$ cat config.mk
export PLATFORM = sky130hd
export DESIGN_NAME = button_gesture_classifier_flat
export DESIGN_NICKNAME = d
export VERILOG_FILES = /design/src/sv/bgc_pkg.sv /design/src/sv/bgc_if.sv /design/src/sv/bgc_cfg_regs.sv /design/src/sv/bgc_classify.sv /design/src/sv/button_gesture_classifier.sv /design/src/flat_wrapper.sv
export SDC_FILE = /design/constraint.sdc
export NUM_CORES = 1
export LEC_CHECK = 0
export ABC_CLOCK_PERIOD_IN_PS = 6800
export BUFFER_PORTS_ARGS = -buffer_cell sky130_fd_sc_hd__buf_2
export CORE_MARGIN = 3
export CORE_UTILIZATION = 32
export DETAILED_ROUTE_END_ITERATION = 12
export PLACE_DENSITY = 0.5
export SYNTH_ARGS = -nofsm -noshare
export SYNTH_HDL_FRONTEND = slang
export SYNTH_SLANG_ARGS = --single-unit
$ cat constraint.sdc
create_clock -name clk_i -period 6.8 [get_ports clk_i]
set_clock_uncertainty 0.2 [all_clocks]
set_input_delay 1.36 -clock clk_i [delete_from_list [all_inputs] [get_ports clk_i]]
set_output_delay 1.36 -clock clk_i [all_outputs]
set_load 0.005 [all_outputs]
$ cat src/sv/bgc_pkg.sv
// Package for the button gesture classifier: widths, event and register codes,
// configuration bundle. No dependencies.
package bgc_pkg;

  localparam int unsigned NowW      = 32;
  localparam int unsigned CfgW      = 16;
  localparam int unsigned CfgIdxW   = 4;
  localparam int unsigned TimeBitsD = 32;

  typedef enum logic [2:0] {
    EV_NONE   = 3'd0,
    EV_PUSH   = 3'd1,
    EV_POP    = 3'd2,
    EV_SINGLE = 3'd3,
    EV_DOUBLE = 3'd4,
    EV_HOLD   = 3'd5,
    EV_LONG   = 3'd6
  } event_e;

  typedef enum logic [CfgIdxW-1:0] {
    REG_DEBOUNCE  = 4'd0,
    REG_DC_GAP    = 4'd1,
    REG_HOLD      = 4'd2,
    REG_LONG_HOLD = 4'd3
  } cfg_idx_e;

  localparam logic [CfgW-1:0] DebounceRst = 16'd20;
  localparam logic [CfgW-1:0] DcGapRst    = 16'd250;
  localparam logic [CfgW-1:0] HoldRst     = 16'd1000;
  localparam logic [CfgW-1:0] LongHoldRst = 16'd3000;

  typedef struct packed {
    logic [CfgW-1:0] debounce_ms;
    logic [CfgW-1:0] double_click_gap_ms;
    logic [CfgW-1:0] hold_ms;
    logic [CfgW-1:0] long_hold_ms;
  } cfg_t;

endpackage

$ cat src/sv/bgc_if.sv
// Valid/ready channel interfaces: sample input, event output, register writes.
// Depends on bgc_pkg.
interface bgc_in_if import bgc_pkg::*; ();
  logic            valid;
  logic            ready;
  logic            button_level;
  logic [NowW-1:0] now_ms;

  modport source (output valid, button_level, now_ms, input ready);
  modport sink   (input valid, button_level, now_ms, output ready);
endinterface

interface bgc_out_if import bgc_pkg::*; ();
  logic       valid;
  logic       ready;
  logic [2:0] event_code;

  modport source (output valid, event_code, input ready);
  modport sink   (input valid, event_code, output ready);
endinterface

interface bgc_cfg_if import bgc_pkg::*; ();
  logic               valid;
  logic               ready;
  logic [CfgIdxW-1:0] index;
  logic [CfgW-1:0]    data;

  modport source (output valid, index, data, input ready);
  modport sink   (input valid, index, data, output ready);
endinterface

$ cat src/sv/bgc_cfg_regs.sv
// Timing configuration registers, written over the register channel.
// Depends on bgc_pkg and bgc_cfg_if.
module bgc_cfg_regs import bgc_pkg::*; (
  input  logic       clk_i,
  input  logic       rst_ni,
  bgc_cfg_if.sink    cfg,
  output cfg_t       cfg_o
);

  cfg_t cfg_q, cfg_d;

  assign cfg.ready = 1'b1;
  assign cfg_o     = cfg_q;

  always_comb begin
    cfg_d = cfg_q;
    if (cfg.valid) begin
      unique case (cfg.index)
        REG_DEBOUNCE:  cfg_d.debounce_ms         = cfg.data;
        REG_DC_GAP:    cfg_d.double_click_gap_ms = cfg.data;
        REG_HOLD:      cfg_d.hold_ms             = cfg.data;
        REG_LONG_HOLD: cfg_d.long_hold_ms        = cfg.data;
        default: ;
      endcase
    end
  end

  always_ff @(posedge clk_i or negedge rst_ni) begin
    if (!rst_ni) begin
      cfg_q.debounce_ms         <= DebounceRst;
      cfg_q.double_click_gap_ms <= DcGapRst;
      cfg_q.hold_ms             <= HoldRst;
      cfg_q.long_hold_ms        <= LongHoldRst;
    end else begin
      cfg_q <= cfg_d;
    end
  end

endmodule

$ cat src/sv/bgc_classify.sv
// Debounce and gesture state with the per-sample classification logic.
// Depends on bgc_pkg.
module bgc_classify import bgc_pkg::*; #(
  parameter int unsigned TIME_BITS = TimeBitsD
) (
  input  logic                 clk_i,
  input  logic                 rst_ni,
  input  logic                 step_i,
  input  logic                 level_i,
  input  logic [TIME_BITS-1:0] now_i,
  input  cfg_t                 cfg_i,
  output event_e               event_o
);

  function automatic logic timed_out(logic [TIME_BITS-1:0] now, logic [TIME_BITS-1:0] start,
                                     logic [CfgW-1:0] limit);
    logic [TIME_BITS-1:0] diff;
    diff = now - start;
    return diff >= TIME_BITS'(limit);
  endfunction

  logic                 last_q, last_d, stable_q, stable_d, pend_q, pend_d;
  logic [TIME_BITS-1:0] cst_q, cst_d, press_q, press_d, rel_q, rel_d;
  logic                 dcw_q, dcw_d, dcr_q, dcr_d, single_q, single_d;
  logic                 ign_q, ign_d, hold_q, hold_d, lhold_q, lhold_d;
  event_e               ev;
  logic                 deb_rel, deb_press, gap_out, hold_out, lhold_out;

  assign deb_rel   = timed_out(now_i, rel_q, cfg_i.debounce_ms);
  assign deb_press = timed_out(now_i, press_q, cfg_i.debounce_ms);
  assign gap_out   = timed_out(now_i, rel_q, cfg_i.double_click_gap_ms);
  assign hold_out  = timed_out(now_i, press_q, cfg_i.hold_ms);
  assign lhold_out = timed_out(now_i, press_q, cfg_i.long_hold_ms);

  always_comb begin
    last_d   = last_q;
    stable_d = stable_q;
    pend_d   = pend_q;
    cst_d    = cst_q;
    press_d  = press_q;
    rel_d    = rel_q;
    dcw_d    = dcw_q;
    dcr_d    = dcr_q;
    single_d = single_q;
    ign_d    = ign_q;
    hold_d   = hold_q;
    lhold_d  = lhold_q;
    ev       = EV_NONE;
    if (level_i != stable_q) begin
      if (!pend_q) begin
        cst_d  = now_i;
        pend_d = 1'b1;
      end else if (timed_out(now_i, cst_q, cfg_i.debounce_ms)) begin
        ev       = stable_q ? EV_PUSH : EV_POP;
        stable_d = level_i;
        pend_d   = 1'b0;
      end
    end else begin
      priority if (!level_i && last_q && deb_rel) begin
        press_d  = now_i;
        ign_d    = 1'b0;
        single_d = 1'b1;
        hold_d   = 1'b0;
        lhold_d  = 1'b0;
        dcr_d    = !gap_out && !dcr_q && dcw_q;
        dcw_d    = 1'b0;
      end else if (level_i && !last_q && deb_press) begin
        if (!ign_q) begin
          rel_d = now_i;
          if (!dcr_q) begin
            dcw_d = 1'b1;
          end else begin
            ev       = EV_DOUBLE;
            dcr_d    = 1'b0;
            dcw_d    = 1'b0;
            single_d = 1'b0;
          end
        end
      end else if (level_i && gap_out && dcw_q && !dcr_q && single_q) begin
        ev    = EV_SINGLE;
        dcw_d = 1'b0;
      end else if (!level_i && hold_out) begin
        if (!hold_q) begin
          ev     = EV_HOLD;
          ign_d  = 1'b1;
          dcr_d  = 1'b0;
          dcw_d  = 1'b0;
          hold_d = 1'b1;
        end else if (lhold_out && !lhold_q) begin
          ev      = EV_LONG;
          lhold_d = 1'b1;
        end
      end else begin
      end
      last_d = level_i;
    end
  end

  assign event_o = ev;

  always_ff @(posedge clk_i or negedge rst_ni) begin
    if (!rst_ni) begin
      last_q   <= 1'b1;
      stable_q <= 1'b1;
      pend_q   <= 1'b0;
      cst_q    <= '0;
      press_q  <= '0;
      rel_q    <= '0;
      dcw_q    <= 1'b0;
      dcr_q    <= 1'b0;
      single_q <= 1'b1;
      ign_q    <= 1'b0;
      hold_q   <= 1'b0;
      lhold_q  <= 1'b0;
    end else if (step_i) begin
      last_q   <= last_d;
      stable_q <= stable_d;
      pend_q   <= pend_d;
      cst_q    <= cst_d;
      press_q  <= press_d;
      rel_q    <= rel_d;
      dcw_q    <= dcw_d;
      dcr_q    <= dcr_d;
      single_q <= single_d;
      ign_q    <= ign_d;
      hold_q   <= hold_d;
      lhold_q  <= lhold_d;
    end
  end

endmodule

$ cat src/sv/button_gesture_classifier.sv
// Top level of the button gesture classifier: sample register, classifier,
// event register. Depends on bgc_pkg, bgc_if, bgc_cfg_regs, bgc_classify.
//
// Usage: each beat on in_i carries one sampled button level (1 released,
// 0 pressed) with its millisecond timestamp; each input beat gives exactly
// one beat on res_o with an event code (none, push, pop, single, double,
// hold, long hold), in order. Timing registers are written on cfg_i, which
// is always ready; write only while no sample is in flight.
// Timing: an accepted sample is registered in the sample register, classified
// combinationally from there, and its event is loaded into the output register
// once that register is free, so a stalled res_o holds the sample in between.
// Throughput: one sample per cycle while res_o takes each event, as the classify
// step between the sample and event registers is combinational.
// Stall: if res_o is not taken, the event holds, the sample register still
// fills, and in_i.ready falls once both are occupied.
// Reset: both stages empty, timings back to 20/250/1000/3000 ms, button
// taken as released and stable.
module button_gesture_classifier import bgc_pkg::*; #(
  parameter int unsigned TIME_BITS = TimeBitsD
) (
  input  logic     clk_i,
  input  logic     rst_ni,
  bgc_in_if.sink   in_i,
  bgc_cfg_if.sink  cfg_i,
  bgc_out_if.source res_o
);

  cfg_t            cfg;
  logic            s1_valid_q, s1_valid_d, s1_level_q;
  logic [NowW-1:0] s1_now_q;
  logic            res_valid_q, res_valid_d;
  event_e          res_event_q, ev;
  logic            res_free, s1_adv, in_beat;

  assign res_free  = !res_valid_q || res_o.ready;
  assign s1_adv    = s1_valid_q && res_free;
  assign in_i.ready = !s1_valid_q || res_free;
  assign in_beat   = in_i.valid && in_i.ready;

  assign s1_valid_d  = in_beat || (s1_valid_q && !s1_adv);
  assign res_valid_d = s1_adv || (res_valid_q && !res_o.ready);

  bgc_cfg_regs u_cfg (
    .clk_i  (clk_i),
    .rst_ni (rst_ni),
    .cfg    (cfg_i),
    .cfg_o  (cfg)
  );

  bgc_classify #(.TIME_BITS(TIME_BITS)) u_cls (
    .clk_i   (clk_i),
    .rst_ni  (rst_ni),
    .step_i  (s1_adv),
    .level_i (s1_level_q),
    .now_i   (TIME_BITS'(s1_now_q)),
    .cfg_i   (cfg),
    .event_o (ev)
  );

  always_ff @(posedge clk_i or negedge rst_ni) begin
    if (!rst_ni) begin
      s1_valid_q  <= 1'b0;
      res_valid_q <= 1'b0;
    end else begin
      s1_valid_q  <= s1_valid_d;
      res_valid_q <= res_valid_d;
    end
  end

  always_ff @(posedge clk_i) begin
    if (in_beat) begin
      s1_level_q <= in_i.button_level;
      s1_now_q   <= in_i.now_ms;
    end
    if (s1_adv) begin
      res_event_q <= ev;
    end
  end

  assign res_o.valid      = res_valid_q;
  assign res_o.event_code = res_event_q;

  a_adv_loads_res: assert property (@(posedge clk_i) disable iff (!rst_ni)
    s1_adv |=> res_valid_q)
    else $error("classified sample not loaded into event register");

  a_s1_holds: assert property (@(posedge clk_i) disable iff (!rst_ni)
    (s1_valid_q && !s1_adv) |=> (s1_valid_q && $stable(s1_now_q) && $stable(s1_level_q)))
    else $error("stalled sample register lost its contents");

  a_empty_ready: assert property (@(posedge clk_i) disable iff (!rst_ni)
    !s1_valid_q |-> in_i.ready)
    else $error("input stalled with an empty sample register");

  a_no_bubble_drop: assert property (@(posedge clk_i) disable iff (!rst_ni)
    (res_valid_q && !res_o.ready && s1_valid_q) |-> !in_i.ready)
    else $error("input accepted with both stages full");

endmodule
$ cat src/flat_wrapper.sv
// flat-port wrapper written by rule: the top's interface ports become plain ports
module button_gesture_classifier_flat import bgc_pkg::*;
#(
  parameter int unsigned TIME_BITS = TimeBitsD
)
  (clk_i, rst_ni, in_i_valid, in_i_button_level, in_i_now_ms, in_i_ready, cfg_i_valid, cfg_i_index, cfg_i_data, cfg_i_ready, res_o_valid, res_o_event_code, res_o_ready);
  bgc_in_if in_i_i ();
  bgc_cfg_if cfg_i_i ();
  bgc_out_if res_o_i ();
  input  logic clk_i;
  input  logic rst_ni;
  input wire logic [$bits(in_i_i.valid)-1:0] in_i_valid;
  input wire logic [$bits(in_i_i.button_level)-1:0] in_i_button_level;
  input wire logic [$bits(in_i_i.now_ms)-1:0] in_i_now_ms;
  output wire logic [$bits(in_i_i.ready)-1:0] in_i_ready;
  input wire logic [$bits(cfg_i_i.valid)-1:0] cfg_i_valid;
  input wire logic [$bits(cfg_i_i.index)-1:0] cfg_i_index;
  input wire logic [$bits(cfg_i_i.data)-1:0] cfg_i_data;
  output wire logic [$bits(cfg_i_i.ready)-1:0] cfg_i_ready;
  output wire logic [$bits(res_o_i.valid)-1:0] res_o_valid;
  output wire logic [$bits(res_o_i.event_code)-1:0] res_o_event_code;
  input wire logic [$bits(res_o_i.ready)-1:0] res_o_ready;
  assign in_i_i.valid = in_i_valid;
  assign in_i_i.button_level = in_i_button_level;
  assign in_i_i.now_ms = in_i_now_ms;
  assign in_i_ready = in_i_i.ready;
  assign cfg_i_i.valid = cfg_i_valid;
  assign cfg_i_i.index = cfg_i_index;
  assign cfg_i_i.data = cfg_i_data;
  assign cfg_i_ready = cfg_i_i.ready;
  assign res_o_valid = res_o_i.valid;
  assign res_o_event_code = res_o_i.event_code;
  assign res_o_i.ready = res_o_ready;
  button_gesture_classifier #(.TIME_BITS(TIME_BITS)) u_core (.clk_i(clk_i), .rst_ni(rst_ni), .in_i(in_i_i), .cfg_i(cfg_i_i), .res_o(res_o_i));
endmodule
==> results.yml <==
status:
  outcome: "completed"
synthesis:
  yosysSeqAreaShare: 0.3432
  async_flop_share: 0.8261
  yosysWarnings: 0
  synth_area_leaders: "dfrtp_1, ha_1, edfxtp_1, o21ai_0, mux2_2"
  yosys.area_share.xor_xnor: 0.03681
  synth_flop_cell: "dfrtp_1"
  syn_nets: 2007
  syn_inst: 1757
  synth_top_family_by_area: "compound AO/OA/AOI/OAI gates"
  yosysTopAreaCell: "dfrtp_1"
  synth.lib_cells_used.distinct: 84
  synthMuxAreaShare: 0.05338
  ys_seq_elements: 207
  synth-adder-area-share: 0.1544
  synth_edf_count: 36
  synth_compound_area_frac: 0.2119
  synth.avg_cell_area_um2: 8.938
  synth_area_um2: 15700
  synth.top_cell.area_share: 0.2342
  yosys.area_share.simple: 0.1372
cells_and_area:
  layout_common_cells: "ha_1, inv_1, nand2_1"
  diodes: 0
  utilization: 0.3658
  layout-drive-gt1-share: 0.1382
  nNetsFinal: 2044
  final_common_cell: "ha_1"
  area_delta_synth_final_pct: 12.15
sta:
  rsz0062_at_grt: "no"
  timing.final.max_slew_violations: 0
  hold_viol: 0
  setup_viol: 0
  timing.fmax_mhz: 170.2
  worst_pin_slew_ns: 0.9337
  finalCriticalPeriod_ns: 5.875
  period_share: 0.8639
  maxSlewHeadroom: 0.3757
  fin_tns_setup_ns: 0
cts:
  cts_root_buf: "clkbuf_16"
  cts_max_level: 1
  numCtsBuffers: 28
  clock_latency_ns: 0.56
  postCtsHoldBufs: 0
  path_clk_slew_ns: 0.06
  post_cts_buffers: 0
  cts_tree: "yes"
  cts_resized: 0
  clock_sinks: 207
  clk_path_buf_depth: 3
route:
  drt_pass1_iterations: 8
  via_per_inst: 5.122
  vias: 12660
  postRouteAntennaNets: 0
  drc: 0
  dr.first_iter.drc_count: 837
  totalWireLength_um: 42420
  routedWlPerCell_um: 17.16
floorplanning:
  die_x_um: 227.5
  initial_core_util: 0.3262
  rows: 80
  dieHeight_um: 227.5
  ioPinCount: 64
  dieArea_um2: 51770
  fp.coreArea_um2: 48150
worst_setup_path:
  cp-start-kind: "register"
  required_ns: 6.88
  end_kind: "register"
  crit_type: "register to register"
  cpPeakStageDelay_ns: 0.44
  cp.arrival_ns: 5.96
  crit_fanout: 5
  cp_cell_sequence: "inv_1, ha_1, inv_1, fa_1, a211oi_1, nor4_1, or2_2, or2_2, and2_1, a21oi_1, xnor2_1, ha_1, nor2b_1, o21ai_0, o2111ai_1, a2111o_1, a2111oi_0, nand4_1, or4_1, o31ai_2, buf_4, o311ai_0"
  crit_slowest_cell: "a2111oi_0"
  reg2regPathDepth: 22
placed_design:
  io_buffer_count: 62
  dp_hpwl_um: 33080
  gp_congestion: 0.8815
pwr:
  p_per_area_nw_per_um2: 504.6
  peakVddDrop_v: 0.0002210
  p_leak_nw: 7.840
  power_mw: 8.887
global_routing:
  antenna_found_initial: 0
  grt_pass1_vias: 12490
  gr-total-overflow: 0
  grt_usage: 0.1654
  grt_max_degree: 64
  grt_pass1_wl_um: 67810
worst_hold_path:
  min_path_type: "register to register"
  whs_path_depth: 1
flow_run:
  maxCapViolCount: 0
[flip-flops by register name, summed over array words and instances, names as in the netlist]
signal,cells
u_core.u_cls.stable_q,1
u_core.u_cls.lhold_q,1
u_core.u_cls.hold_q,1
u_core.u_cls.ign_q,1
u_core.s1_level_q,1
u_core.u_cls.press_q,32
u_core.u_cls.dcr_q,1
u_core.u_cls.cst_q,32
u_core.s1_valid_q,1
u_core.u_cls.rel_q,32
u_core.u_cls.dcw_q,1
u_core.u_cfg.cfg_o,64
u_core.u_cls.last_q,1
u_core.s1_now_q,32
u_core.u_cls.pend_q,1
u_core.res_o.event_code,3
u_core.res_o.valid,1
u_core.u_cls.single_q,1
[synthesized netlist by cell type, drive strengths merged, types with 17 or more instances]
master,instances
inv,185
nand2,177
nand4,33
a21o,52
xor2,22
buf,17
o21ai,173
ha,189
nor2,86
nand2b,23
nor3,22
dfstp,24
clkbuf,47
edfxtp,36
dfrtp,147
o21a,22
mux2,70
xnor2,44
nand3,24
a21oi,124
[worst max-delay path: cells and delay by family (launching register included)]
| kind | cells | cell delay [ns] |
|---|---|---|
| compound gates | 8 | 1.94 |
| simple gates | 7 | 1.62 |
| fa+ha+maj | 3 | 0.89 |
| flops | 1 | 0.41 |
| buf+inv | 3 | 0.39 |
| xor+xnor | 1 | 0.15 |
[kinds of logic (layout without fill, tap and decap cells)]
logic type,count (synthesis),in the layout
AOI/OAI and AO/OA,520,520
buffers and inverters,249,308
adders and majority gates,192,192
DFF,207,207
other,1,1
and+or+nand+nor,447,447
muxes,75,75
xor gates and xnor gates,66,66
[final timing paths]
kind	startpoint	endpoint	slack (ns)
worst max-delay path	u_core.s1_now_q[0]	u_core.res_o.event_code[0]	0.93
worst min-delay path	u_core.s1_valid_q	u_core.res_o.valid	0.29
worst max register to register	u_core.s1_now_q[0]	u_core.res_o.event_code[0]	0.93
worst min register to register	u_core.s1_valid_q	u_core.res_o.valid	0.29
max in group asynchronous	rst_ni	u_core.u_cfg.cfg_o[29]	4.57
min in group asynchronous	rst_ni	u_core.u_cls.cst_q[30]	0.57
[metrics by stage]
stage / cells / worst slack (ns) / hold WS [ns] / cell area [µm²]
after floorplan: 1757 / 1.585 / 0.2569 / 15700
after global placement: 2420 / 0.9119 / 0.2667 / 16640
after detailed placement: 2420 / 0.9169 / 0.2823 / 16640
after CTS: 2472 / 0.9042 / 0.2940 / 17610
after global routing: 2472 / 0.6185 / 0.3035 / 17610
final: 2472 / 0.9254 / 0.2889 / 17610
[power breakdown]
part           total [mW]  switching (mW)  internal [mW]
clock network        1.56           0.597          0.960
logic                5.45            3.23           2.22
registers            1.88           0.184           1.70
total                8.89            4.01           4.88
[final cells by class]
| type | count | area (µm²) |
|---|---|---|
| Multi-Input combinational cell | 1301 | 9353 |
| Clock inverter | 16 | 187.7 |
| Inverter | 185 | 694.4 |
| Tap cell | 656 | 820.8 |
| Sequential cell | 207 | 5390 |
| Clock buffer | 36 | 782.0 |
| Fill cell | 4943 | 30530 |
| Timing Repair Buffer | 71 | 384.1 |
[metal layers]
layer	global-route usage	share of wire	up-vias
met5	0	0	-
met4	0.03765	0.019	0
met3	0.01999	0.036	54
met2	0.2682	0.44	218
met1	0.2367	0.50	6019
li1	-	-	6371
Note: power is estimated with default switching activity, not from simulation.
